`src/rtl/sjfd_pkg.sv`:
```
// Shared types and constants for the shortest-job-first dispatcher.
// Used by sjfd_ctrl, sjfd_dpath and sjf_multi_cpu_dispatcher_top; no dependencies.
package sjfd_pkg;

  // Operation codes carried on s_axis_tuser
  localparam int unsigned OP_W = 2;
  localparam logic [OP_W-1:0] OP_ENQ   = 2'd0;
  localparam logic [OP_W-1:0] OP_SCHED = 2'd1;
  localparam logic [OP_W-1:0] OP_REL   = 2'd2;

  // Configuration register indexes
  localparam int unsigned CFG_IDX_W = 2;
  localparam logic [CFG_IDX_W-1:0] CFG_QUANTUM = 2'd0;
  localparam logic [CFG_IDX_W-1:0] CFG_CPUS    = 2'd1;
  localparam int unsigned CFG_DATA_W = 8;

  localparam logic [7:0] QUANTUM_RST = 8'd5;
  localparam logic [3:0] CPUS_RST    = 4'd1;

  // Busy counter fits 0..15
  localparam int unsigned BUSY_W   = 4;
  localparam int unsigned BUSY_MAX = 15;

  // Dispatches per schedule request
  localparam int unsigned MAX_RESULTS = 8;
  localparam int unsigned RES_W       = $clog2(MAX_RESULTS);

  localparam int unsigned ID_W  = 8;
  localparam int unsigned SL_W  = 8;
  localparam int unsigned REM_W = 16;
  localparam int unsigned IN_BURST_W = 16;

  // Controller -> datapath
  typedef struct packed {
    logic accept;         // input request taken
    logic enq_write;      // append entry at fill count
    logic cpu_free;       // release one CPU
    logic scan_init;
    logic scan_step;
    logic shift_init;
    logic shift_step;
    logic load_dispatch;  // load dispatch result into output register
    logic load_reject;    // load table-full result
    logic last;           // tlast of the loaded result
  } sjfd_cmd_t;

  // Datapath -> controller
  typedef struct packed {
    logic full;
    logic can_dispatch;   // entry ready and a CPU free
    logic more_ok;        // still true after one more dispatch
    logic scan_done;
    logic shift_done;
    logic out_free;       // output register can take a result
  } sjfd_status_t;

endpackage

```
`src/rtl/sjfd_ram.sv`:
```
// Generic simple dual-port RAM: one write port, one read port, registered read.
// No dependencies.
module sjfd_ram #(
  parameter int unsigned WIDTH = 24,
  parameter int unsigned DEPTH = 16
) (
  input  logic                     clk_i,
  input  logic                     wr_en_i,
  input  logic [$clog2(DEPTH)-1:0] wr_addr_i,
  input  logic [WIDTH-1:0]         wr_data_i,
  input  logic                     rd_en_i,
  input  logic [$clog2(DEPTH)-1:0] rd_addr_i,
  output logic [WIDTH-1:0]         rd_data_o
);

  logic [WIDTH-1:0] mem_q [DEPTH];
  logic [WIDTH-1:0] rd_data_q;

  always_ff @(posedge clk_i) begin
    if (wr_en_i) begin
      mem_q[wr_addr_i] <= wr_data_i;
    end
    if (rd_en_i) begin
      rd_data_q <= mem_q[rd_addr_i];
    end
  end

  assign rd_data_o = rd_data_q;

endmodule

```
`src/rtl/sjfd_ctrl.sv`:
```
// Controller state machine of the dispatcher: sequences enqueue, release, scan, shift, emit and table-full reject.
// Depends on sjfd_pkg.
module sjfd_ctrl (
  input  logic                       clk_i,
  input  logic                       rst_ni,
  input  logic                       in_valid_i,
  output logic                       in_ready_o,
  input  logic [1:0]                 op_i,
  input  sjfd_pkg::sjfd_status_t     st_i,
  output sjfd_pkg::sjfd_cmd_t        cmd_o
);
  import sjfd_pkg::*;

  localparam logic [2:0] ST_IDLE   = 3'd0;
  localparam logic [2:0] ST_SCAN   = 3'd1;
  localparam logic [2:0] ST_SHIFT  = 3'd2;
  localparam logic [2:0] ST_EMIT   = 3'd3;
  localparam logic [2:0] ST_REJECT = 3'd4;

  localparam logic [RES_W-1:0] RES_LAST = RES_W'(MAX_RESULTS - 1);

  logic [2:0]       state_q, state_d;
  logic [RES_W-1:0] n_q, n_d;
  logic             last;

  always_comb begin
    state_d    = state_q;
    n_d        = n_q;
    cmd_o      = '0;
    in_ready_o = 1'b0;
    last       = (n_q == RES_LAST) || !st_i.more_ok;
    case (state_q)
      ST_IDLE: begin
        in_ready_o = 1'b1;
        if (in_valid_i) begin
          cmd_o.accept = 1'b1;
          case (op_i)
            OP_ENQ: begin
              if (st_i.full) begin
                state_d = ST_REJECT;
              end else begin
                cmd_o.enq_write = 1'b1;
              end
            end
            OP_SCHED: begin
              if (st_i.can_dispatch) begin
                cmd_o.scan_init = 1'b1;
                n_d             = '0;
                state_d         = ST_SCAN;
              end
            end
            OP_REL: begin
              cmd_o.cpu_free = 1'b1;
            end
            default: ;
          endcase
        end
      end
      ST_SCAN: begin
        cmd_o.scan_step = 1'b1;
        if (st_i.scan_done) begin
          cmd_o.shift_init = 1'b1;
          state_d          = ST_SHIFT;
        end
      end
      ST_SHIFT: begin
        cmd_o.shift_step = 1'b1;
        if (st_i.shift_done) begin
          state_d = ST_EMIT;
        end
      end
      ST_EMIT: begin
        if (st_i.out_free) begin
          cmd_o.load_dispatch = 1'b1;
          cmd_o.last          = last;
          if (last) begin
            state_d = ST_IDLE;
          end else begin
            cmd_o.scan_init = 1'b1;
            n_d             = n_q + RES_W'(1);
            state_d         = ST_SCAN;
          end
        end
      end
      ST_REJECT: begin
        if (st_i.out_free) begin
          cmd_o.load_reject = 1'b1;
          cmd_o.last        = 1'b1;
          state_d           = ST_IDLE;
        end
      end
      default: begin
        state_d = ST_IDLE;
      end
    endcase
  end

  always_ff @(posedge clk_i or negedge rst_ni) begin
    if (!rst_ni) begin
      state_q <= ST_IDLE;
      n_q     <= '0;
    end else begin
      state_q <= state_d;
      n_q     <= n_d;
    end
  end

endmodule

```
`src/rtl/sjfd_dpath.sv`:
```
// Datapath of the dispatcher: ready table RAM, fill and busy counters, scan and
// shift pointers, config registers and the output register. Depends on sjfd_pkg, sjfd_ram.
module sjfd_dpath #(
  parameter int unsigned READY_DEPTH = 16,
  parameter int unsigned MAX_CPUS    = 8,
  parameter int unsigned BURST_BITS  = 16
) (
  input  logic                       clk_i,
  input  logic                       rst_ni,
  input  logic                       cfg_we_i,
  input  logic [1:0]                 cfg_index_i,
  input  logic [sjfd_pkg::CFG_DATA_W-1:0] cfg_data_i,
  input  logic [7:0]                 pid_i,
  input  logic [15:0]                burst_i,
  input  sjfd_pkg::sjfd_cmd_t        cmd_i,
  output sjfd_pkg::sjfd_status_t     st_o,
  input  logic                       out_ready_i,
  output logic                       out_valid_o,
  output logic                       out_status_o,
  output logic [7:0]                 out_id_o,
  output logic [7:0]                 out_slice_o,
  output logic [15:0]                out_rem_o,
  output logic                       out_last_o
);
  import sjfd_pkg::*;

  localparam int unsigned AW = $clog2(READY_DEPTH);
  localparam int unsigned CW = $clog2(READY_DEPTH + 1);
  localparam int unsigned EW = ID_W + BURST_BITS;
  localparam int unsigned MW = (BURST_BITS > SL_W) ? BURST_BITS : SL_W;
  localparam logic [BUSY_W-1:0] CPU_CAP =
    (MAX_CPUS < BUSY_MAX) ? BUSY_W'(MAX_CPUS) : BUSY_W'(BUSY_MAX);

  // Config and counters
  logic [7:0]          quantum_q;
  logic [BUSY_W-1:0]   cpus_q;
  logic [BUSY_W-1:0]   busy_q, busy_d;
  logic [CW-1:0]       count_q, count_d;
  logic [BUSY_W-1:0]   lim;

  // Latched request payload (for table-full result)
  logic [ID_W-1:0]       pid_q;
  logic [IN_BURST_W-1:0] burst_q;

  // Scan
  logic [CW-1:0]         scan_idx_q;
  logic                  dv_q, first_q;
  logic [AW-1:0]         dv_idx_q;
  logic [AW-1:0]         best_idx_q;
  logic [BURST_BITS-1:0] best_burst_q;
  logic [ID_W-1:0]       best_id_q;
  logic                  scan_issue;

  // Shift
  logic [CW-1:0] sh_idx_q;
  logic          sdv_q;
  logic [AW-1:0] sdv_idx_q;
  logic          shift_issue;

  // RAM
  logic                  wr_en, rd_en;
  logic [AW-1:0]         wr_addr, rd_addr;
  logic [EW-1:0]         wr_data, rd_data;
  logic [BURST_BITS-1:0] rd_burst;
  logic [ID_W-1:0]       rd_id;

  // Slice
  logic [MW-1:0] b_ext, q_ext, slice_w, rem_w;

  // Output register
  logic             out_valid_q;
  logic             out_status_q, out_last_q;
  logic [ID_W-1:0]  out_id_q;
  logic [SL_W-1:0]  out_slice_q;
  logic [REM_W-1:0] out_rem_q;
  logic             out_free;

  assign lim         = (cpus_q > CPU_CAP) ? CPU_CAP : cpus_q;
  assign scan_issue  = scan_idx_q < count_q;
  assign shift_issue = sh_idx_q < count_q;
  assign out_free    = !out_valid_q || out_ready_i;

  assign rd_burst = rd_data[BURST_BITS-1:0];
  assign rd_id    = rd_data[EW-1:BURST_BITS];

  assign rd_en   = (cmd_i.scan_step && scan_issue) || (cmd_i.shift_step && shift_issue);
  assign rd_addr = cmd_i.shift_step ? sh_idx_q[AW-1:0] : scan_idx_q[AW-1:0];
  assign wr_en   = cmd_i.enq_write || (cmd_i.shift_step && sdv_q);
  assign wr_addr = cmd_i.enq_write ? count_q[AW-1:0] : (sdv_idx_q - AW'(1));
  assign wr_data = cmd_i.enq_write ? {pid_i, BURST_BITS'(burst_i)} : rd_data;

  sjfd_ram #(
    .WIDTH (EW),
    .DEPTH (READY_DEPTH)
  ) u_table (
    .clk_i     (clk_i),
    .wr_en_i   (wr_en),
    .wr_addr_i (wr_addr),
    .wr_data_i (wr_data),
    .rd_en_i   (rd_en),
    .rd_addr_i (rd_addr),
    .rd_data_o (rd_data)
  );

  // min(burst, quantum) and remainder
  assign b_ext   = MW'(best_burst_q);
  assign q_ext   = MW'(quantum_q);
  assign slice_w = (b_ext < q_ext) ? b_ext : q_ext;
  assign rem_w   = b_ext - slice_w;

  always_comb begin
    st_o.full         = (count_q == CW'(READY_DEPTH));
    st_o.can_dispatch = (count_q != '0) && (busy_q < lim);
    st_o.more_ok      = (count_q > CW'(1)) &&
                        (({1'b0, busy_q} + (BUSY_W + 1)'(1)) < {1'b0, lim});
    st_o.scan_done    = !scan_issue && !dv_q;
    st_o.shift_done   = !shift_issue && !sdv_q;
    st_o.out_free     = out_free;
  end

  always_comb begin
    count_d = count_q;
    busy_d  = busy_q;
    if (cmd_i.enq_write) begin
      count_d = count_q + CW'(1);
    end
    if (cmd_i.load_dispatch) begin
      count_d = count_q - CW'(1);
      busy_d  = busy_q + BUSY_W'(1);
    end
    if (cmd_i.cpu_free && (busy_q != '0)) begin
      busy_d = busy_q - BUSY_W'(1);
    end
  end

  // Control state
  always_ff @(posedge clk_i or negedge rst_ni) begin
    if (!rst_ni) begin
      quantum_q   <= QUANTUM_RST;
      cpus_q      <= CPUS_RST;
      count_q     <= '0;
      busy_q      <= '0;
      scan_idx_q  <= '0;
      dv_q        <= 1'b0;
      first_q     <= 1'b0;
      sh_idx_q    <= '0;
      sdv_q       <= 1'b0;
      out_valid_q <= 1'b0;
    end else begin
      if (cfg_we_i) begin
        if (cfg_index_i == CFG_QUANTUM) begin
          quantum_q <= cfg_data_i;
        end else if (cfg_index_i == CFG_CPUS) begin
          cpus_q <= cfg_data_i[BUSY_W-1:0];
        end
      end
      count_q <= count_d;
      busy_q  <= busy_d;

      if (cmd_i.scan_init) begin
        scan_idx_q <= '0;
        dv_q       <= 1'b0;
        first_q    <= 1'b1;
      end else if (cmd_i.scan_step) begin
        if (scan_issue) begin
          scan_idx_q <= scan_idx_q + CW'(1);
        end
        dv_q <= scan_issue;
        if (dv_q) begin
          first_q <= 1'b0;
        end
      end

      if (cmd_i.shift_init) begin
        sh_idx_q <= CW'(best_idx_q) + CW'(1);
        sdv_q    <= 1'b0;
      end else if (cmd_i.shift_step) begin
        if (shift_issue) begin
          sh_idx_q <= sh_idx_q + CW'(1);
        end
        sdv_q <= shift_issue;
      end

      if (cmd_i.load_dispatch || cmd_i.load_reject) begin
        out_valid_q <= 1'b1;
      end else if (out_ready_i) begin
        out_valid_q <= 1'b0;
      end
    end
  end

  // Payload
  always_ff @(posedge clk_i) begin
    if (cmd_i.accept) begin
      pid_q   <= pid_i;
      burst_q <= burst_i;
    end
    if (cmd_i.scan_step) begin
      dv_idx_q <= scan_idx_q[AW-1:0];
      // strict compare keeps the earliest arrival on a tie
      if (dv_q && (first_q || (rd_burst < best_burst_q))) begin
        best_idx_q   <= dv_idx_q;
        best_burst_q <= rd_burst;
        best_id_q    <= rd_id;
      end
    end
    if (cmd_i.shift_step) begin
      sdv_idx_q <= sh_idx_q[AW-1:0];
    end
    if (cmd_i.load_dispatch) begin
      out_status_q <= 1'b0;
      out_id_q     <= best_id_q;
      out_slice_q  <= slice_w[SL_W-1:0];
      out_rem_q    <= REM_W'(rem_w);
      out_last_q   <= cmd_i.last;
    end else if (cmd_i.load_reject) begin
      out_status_q <= 1'b1;
      out_id_q     <= pid_q;
      out_slice_q  <= '0;
      out_rem_q    <= burst_q;
      out_last_q   <= 1'b1;
    end
  end

  assign out_valid_o  = out_valid_q;
  assign out_status_o = out_status_q;
  assign out_id_o     = out_id_q;
  assign out_slice_o  = out_slice_q;
  assign out_rem_o    = out_rem_q;
  assign out_last_o   = out_last_q;

endmodule

```
`src/rtl/sjf_multi_cpu_dispatcher_top.sv`:
```
// Top level of the shortest-job-first multi-CPU dispatcher.
// Depends on sjfd_pkg, sjfd_ctrl, sjfd_dpath (and through it sjfd_ram).
//
// The block keeps a table of ready processes (id and next burst) in arrival
// order plus a count of busy CPUs. Requests arrive on the s_axis stream with
// the operation on tuser: enqueue, schedule or release one CPU. Enqueue and
// release give no result, except that an enqueue into a full table gives one
// result with tuser = 1. A schedule request dispatches up to eight processes
// while entries are ready and fewer than cpu_count CPUs (capped at MAX_CPUS)
// are busy, always the shortest burst (earliest arrival on a tie); each result
// carries the id, the slice min(burst, time_quantum) and the burst left over,
// and tlast marks the final result of the request. The ready table is a RAM
// with one read and one write port: each dispatch scans the N valid entries
// one per cycle, then closes the gap left by the chosen entry one entry per
// cycle. The next request is taken as soon as the last result sits in the
// output register. Configuration writes are taken at any time (cfg_ready_o is
// tied high) and are meant to happen while the block is idle. No clearing
// pass is needed after reset.
module sjf_multi_cpu_dispatcher_top #(
  parameter int unsigned READY_DEPTH = 16,
  parameter int unsigned MAX_CPUS    = 8,
  parameter int unsigned BURST_BITS  = 16
) (
  input  logic        clk_i,
  input  logic        rst_ni,
  // request stream
  input  logic        s_axis_tvalid,
  output logic        s_axis_tready,
  input  logic [23:0] s_axis_tdata,   // [7:0] process_id, [23:8] burst_length
  input  logic [1:0]  s_axis_tuser,   // [1:0] operation
  // result stream
  output logic        m_axis_tvalid,
  input  logic        m_axis_tready,
  output logic [31:0] m_axis_tdata,   // [7:0] granted_id, [15:8] slice_length,
                                      // [31:16] remaining_burst
  output logic        m_axis_tuser,   // [0] status (1 = table full)
  output logic        m_axis_tlast,   // last_result
  // configuration writes
  input  logic        cfg_valid_i,
  output logic        cfg_ready_o,
  input  logic [1:0]  cfg_index_i,    // 0 time_quantum, 1 cpu_count
  input  logic [7:0]  cfg_data_i
);
  import sjfd_pkg::*;

  sjfd_cmd_t    cmd;
  sjfd_status_t st;

  logic [ID_W-1:0]  out_id;
  logic [SL_W-1:0]  out_slice;
  logic [REM_W-1:0] out_rem;

  assign cfg_ready_o = 1'b1;

  // Sequencer: accepts requests only when idle
  sjfd_ctrl u_ctrl (
    .clk_i      (clk_i),
    .rst_ni     (rst_ni),
    .in_valid_i (s_axis_tvalid),
    .in_ready_o (s_axis_tready),
    .op_i       (s_axis_tuser),
    .st_i       (st),
    .cmd_o      (cmd)
  );

  // Table, counters, slice math and the result register
  sjfd_dpath #(
    .READY_DEPTH (READY_DEPTH),
    .MAX_CPUS    (MAX_CPUS),
    .BURST_BITS  (BURST_BITS)
  ) u_dpath (
    .clk_i        (clk_i),
    .rst_ni       (rst_ni),
    .cfg_we_i     (cfg_valid_i && cfg_ready_o),
    .cfg_index_i  (cfg_index_i),
    .cfg_data_i   (cfg_data_i),
    .pid_i        (s_axis_tdata[7:0]),
    .burst_i      (s_axis_tdata[23:8]),
    .cmd_i        (cmd),
    .st_o         (st),
    .out_ready_i  (m_axis_tready),
    .out_valid_o  (m_axis_tvalid),
    .out_status_o (m_axis_tuser),
    .out_id_o     (out_id),
    .out_slice_o  (out_slice),
    .out_rem_o    (out_rem),
    .out_last_o   (m_axis_tlast)
  );

  assign m_axis_tdata = {out_rem, out_slice, out_id};

  // A dispatch only happens with an entry ready and a CPU free
  a_dispatch_allowed: assert property (@(posedge clk_i) disable iff (!rst_ni)
    cmd.load_dispatch |-> st.can_dispatch)
    else $error("dispatch without ready entry or free CPU");

  // Never append to a full table
  a_no_overfill: assert property (@(posedge clk_i) disable iff (!rst_ni)
    cmd.enq_write |-> !st.full)
    else $error("enqueue write into full table");

  // Table port users and result loads never overlap
  a_single_user: assert property (@(posedge clk_i) disable iff (!rst_ni)
    $onehot0({cmd.enq_write, cmd.scan_step, cmd.shift_step,
              cmd.load_dispatch, cmd.load_reject}))
    else $error("conflicting datapath commands");

  // A table-full result is always the only result of its request
  a_reject_last: assert property (@(posedge clk_i) disable iff (!rst_ni)
    (m_axis_tvalid && m_axis_tuser) |-> m_axis_tlast)
    else $error("table-full result without tlast");

endmodule
```
`config.mk`:
```
export PLATFORM = sky130hd
export DESIGN_NAME = sjf_multi_cpu_dispatcher_top
export DESIGN_NICKNAME = d
export VERILOG_FILES = /design/src/rtl/sjfd_pkg.sv /design/src/rtl/sjfd_ram.sv /design/src/rtl/sjfd_ctrl.sv /design/src/rtl/sjfd_dpath.sv /design/src/rtl/sjf_multi_cpu_dispatcher_top.sv
export SDC_FILE = /design/constraint.sdc
export NUM_CORES = 1
export LEC_CHECK = 0
export ABC_CLOCK_PERIOD_IN_PS = 7400
export BUFFER_PORTS_ARGS = -buffer_cell sky130_fd_sc_hd__buf_2
export CORE_MARGIN = 1
export CORE_UTILIZATION = 55
export DETAILED_ROUTE_END_ITERATION = 10
export GPL_TIMING_DRIVEN = 0
export PLACE_DENSITY = 0.72
export SYNTH_ARGS = -nofsm -noshare
export SYNTH_HDL_FRONTEND = slang
export SYNTH_SLANG_ARGS = --single-unit
```
`constraint.sdc`:
```
create_clock -name clk_i -period 7.4 [get_ports clk_i]
set_clock_uncertainty 0.05 [all_clocks]
set_input_delay 1.48 -clock clk_i [delete_from_list [all_inputs] [get_ports clk_i]]
set_output_delay 1.48 -clock clk_i [all_outputs]
set_load 0.1 [all_outputs]
```
==> metrics.txt <==
outcome finished, final reports clean; clock sink count 543; CP arrival 5.15 ns; Worst-Skew Late Latency roughly 0.60 ns; Slew @ Worst Pin 1.03 ns; gpl congestion 0.883; nets@finish 1622; Max Clk Rate a little over 200 MHz; die footprint 42100 sq um; syn_nets 1484; clk slew on worst S/H paths 0.06 ns; Final Slew Violations 0; 1st-pass router iterations 5; standard-cell rows 74; Max Cap Violations 0; Leak Pwr 9.06 nW; critical path data required time around 7.7 ns; Post-synth top flop edfxtp_1; Placeable Area 40700 sq um; WL/cell 23.7 um; vias per cell 6.01; asr flop ratio synth 7.55%; yosys warns 0; Fin. Hold Viols 0; Synth Cell Area 22700 sq um; final non-filler cell total around 2100; fillers between 2000 and 3000; H-tree levels 2; initial core utilization 55.7%; GRT overflow 0; unrepaired setup endpoints after global routing no; kind of critical path register to register; commonest non-fill, non-tap cells in the layout edfxtp_1, nand2_1, mux4_2; Seq/Total Area, Yosys a little under three quarters; height of the die a little over 200 um; detailed placement HPWL around 33 mm; GRT Util Overall 24.5%; power per cell area 428 nW/um^2; register area approximately 16000 sq um; crit-path max FO 10; first-pass GRT wire length ~76 mm; Mean Syn Cell Area 16.4 sq um; Longest Clk Path Bufs 3; relative slew slack 31.4%; dpl cells 2000; crit path time final a little under 5 ns; final WL 49.8 mm; share of cells above drive strength 1 20.1%; vias in the first global route 12908; Startpoint Class register; final hold slack 0.381 ns; Synth Register Bits between 500 and 600; CTS resizes 0; Min-Delay Startpoint u_dpath.dv_idx_q[1]; largest net degree at the start of global routing 42; Num CTS Buffers 54; initial DRC count 963; Gate Count Post-Synth approximately 1400; Hold-fix buffers, CTS 0; number of synthesized flops with an enable pin 501; post-detailed-route DRC marker count 0; Port Buffers 76; most common cell after layout, fill and taps aside edfxtp_1; Netlist cell types a little under 70; CTS tree built; r2r startpoint u_dpath.quantum_q[5]; root buffer cell clkbuf_16; leading area contributor after synthesis edfxtp_1; n_diodes 0; endpoint class of the critical path register; initial antenna violation count 0; CP startpoint u_dpath.quantum_q[5]; Top-Level Pins 78; Vias ~13000; post-CTS setup buffers 0; period utilisation layout 66.2%; HP Class register to register; Area Growth Syn to Fin 13.3%; top post-synthesis cells by area edfxtp_1, mux4_2, dfrtp_1; top cell type's share of synthesized area 66.2%; worst vdd ir around 0.00020 V; Setup TNS Final 0 ns; number of routed nets with antenna violations 0; area of the multi-input gates 6320 sq um; Final setup viols 0; Horiz. Die Dim between 200 and 250 um
through the flow:
| step | area, sq um | setup WS, ns | power [mW] | utilization [%] |
|---|---|---|---|---|
| 2_1_floorplan | 22700 | 3.17 | 7.27 | - |
| 3_3_place_gp | 23800 | 1.84 | 8.28 | 58.3 |
| 3_5_place_dp | 24100 | 2.53 | 8.48 | 59.0 |
| 4_1_cts | 25700 | 2.52 | 11.1 | 63.2 |
| 5_1_grt | 25700 | 2.19 | 11.5 | 63.2 |
| 6_report | 25700 | 2.50 | 11.0 | 63.2 |
state kept, by name (all words and copies together), names as in the netlist, 5 cells and up:
name	cells
u_dpath.u_table.mem_q	384
u_dpath.u_table.rd_data_o	24
u_dpath.b_ext	16
u_dpath.burst_q	16
u_dpath.out_rem_o	16
u_dpath.best_id_q	8
u_dpath.out_id_o	8
u_dpath.out_slice_o	8
u_dpath.pid_q	8
u_dpath.quantum_q	8
u_dpath.count_q	5
u_dpath.scan_idx_q	5
u_dpath.sh_idx_q	5
routing by layer:
metal	share of wire, %	global-route usage, %
met1	40	32.1
met2	50	41.7
met3	7.3	4.36
met4	2.5	8.23
met5	0	0
report_power, final:
group,internal [mW],switching [mW]
registers,4.26,0.265
clock network,1.50,1.12
logic,1.36,2.51
final cells by class:
class | instances | share of cell area (%)
Clock inverter | 24 | 0.899
Inverter | 45 | 0.676
Sequential cell | 543 | 62.5
Clock buffer | 75 | 5.63
Multi-Input combinational cell | 743 | 24.6
Timing Repair Buffer | 82 | 2.06
Tap cell | 532 | 2.59
Buffer | 55 | 1.05
path summary, 6_finish.rpt:
kind | end | slack [ns] | cells past startpoint
setup / recovery | u_dpath.out_rem_o[15] | 2.50 | 16
min in group asynchronous | u_dpath.sh_idx_q[3] | 0.99 | 1
max in group asynchronous | u_dpath.quantum_q[7] | 5.70 | 1
setup reg to reg | u_dpath.out_rem_o[15] | 2.50 | 16
hold reg to reg | u_dpath.best_idx_q[1] | 0.38 | 0
hold / removal | u_dpath.best_idx_q[1] | 0.38 | 0
worst max-delay path, stage by stage (launching register included):
cell and delay, ns:
dfrtp_1 0.41, inv_1 0.17, ha_1 0.28, a211oi_1 0.20
nor2_1 0.12, nor4_4 0.42, nand2_1 0.27, clkbuf_1 0.29
a21oi_1 0.37, ha_1 0.29, nor2b_1 0.14, o31ai_1 0.28
a21oi_1 0.18, and4_1 0.27, o41a_1 0.49, a21boi_0 0.20
o311ai_0 0.17
cells by family (layout without fill, tap and decap cells):
group                    Yosys count  in the layout  share of synthesized area [%]
AND/OR/NAND/NOR                  369            369                           7.24
flip-flops                       543            543                           70.9
buffers and inverters            100            281                           1.95
AO/OA/AOI/OAI                    172            172                           5.11
adder cells (fa/ha/maj)           57             57                           3.21
multiplexers                     118            118                           10.6
other                              1              1                         0.0165
XOR/XNOR                          26             26                           1.00
cell usage after synthesis, types with 3 or more instances:
| master | n |
|---|---|
| a211o_1 | 4 |
| a211oi_1 | 29 |
| a21o_1 | 15 |
| a21oi_1 | 29 |
| a311oi_1 | 3 |
| a31oi_1 | 31 |
| and2_1 | 29 |
| and3_1 | 3 |
| buf_2 | 14 |
| buf_4 | 6 |
| buf_6 | 3 |
| clkbuf_1 | 30 |
| dfrtp_1 | 38 |
| dfstp_2 | 3 |
| edfxtp_1 | 501 |
| ha_1 | 55 |
| inv_1 | 44 |
| mux2_2 | 11 |
| mux2i_1 | 10 |
| mux4_2 | 96 |
| nand2_1 | 204 |
| nand2b_1 | 8 |
| nand3_1 | 18 |
| nand3b_1 | 3 |
| nand4_1 | 4 |
| nor2_1 | 72 |
| nor2b_1 | 5 |
| nor3_1 | 6 |
| nor3b_1 | 3 |
| o2111ai_1 | 6 |
| o211ai_1 | 3 |
| o21ai_0 | 27 |
| o31ai_1 | 3 |
| or4_1 | 3 |
| xnor2_1 | 13 |
| xor2_1 | 13 |
No activity file was read; power rests on OpenSTA's default activity.
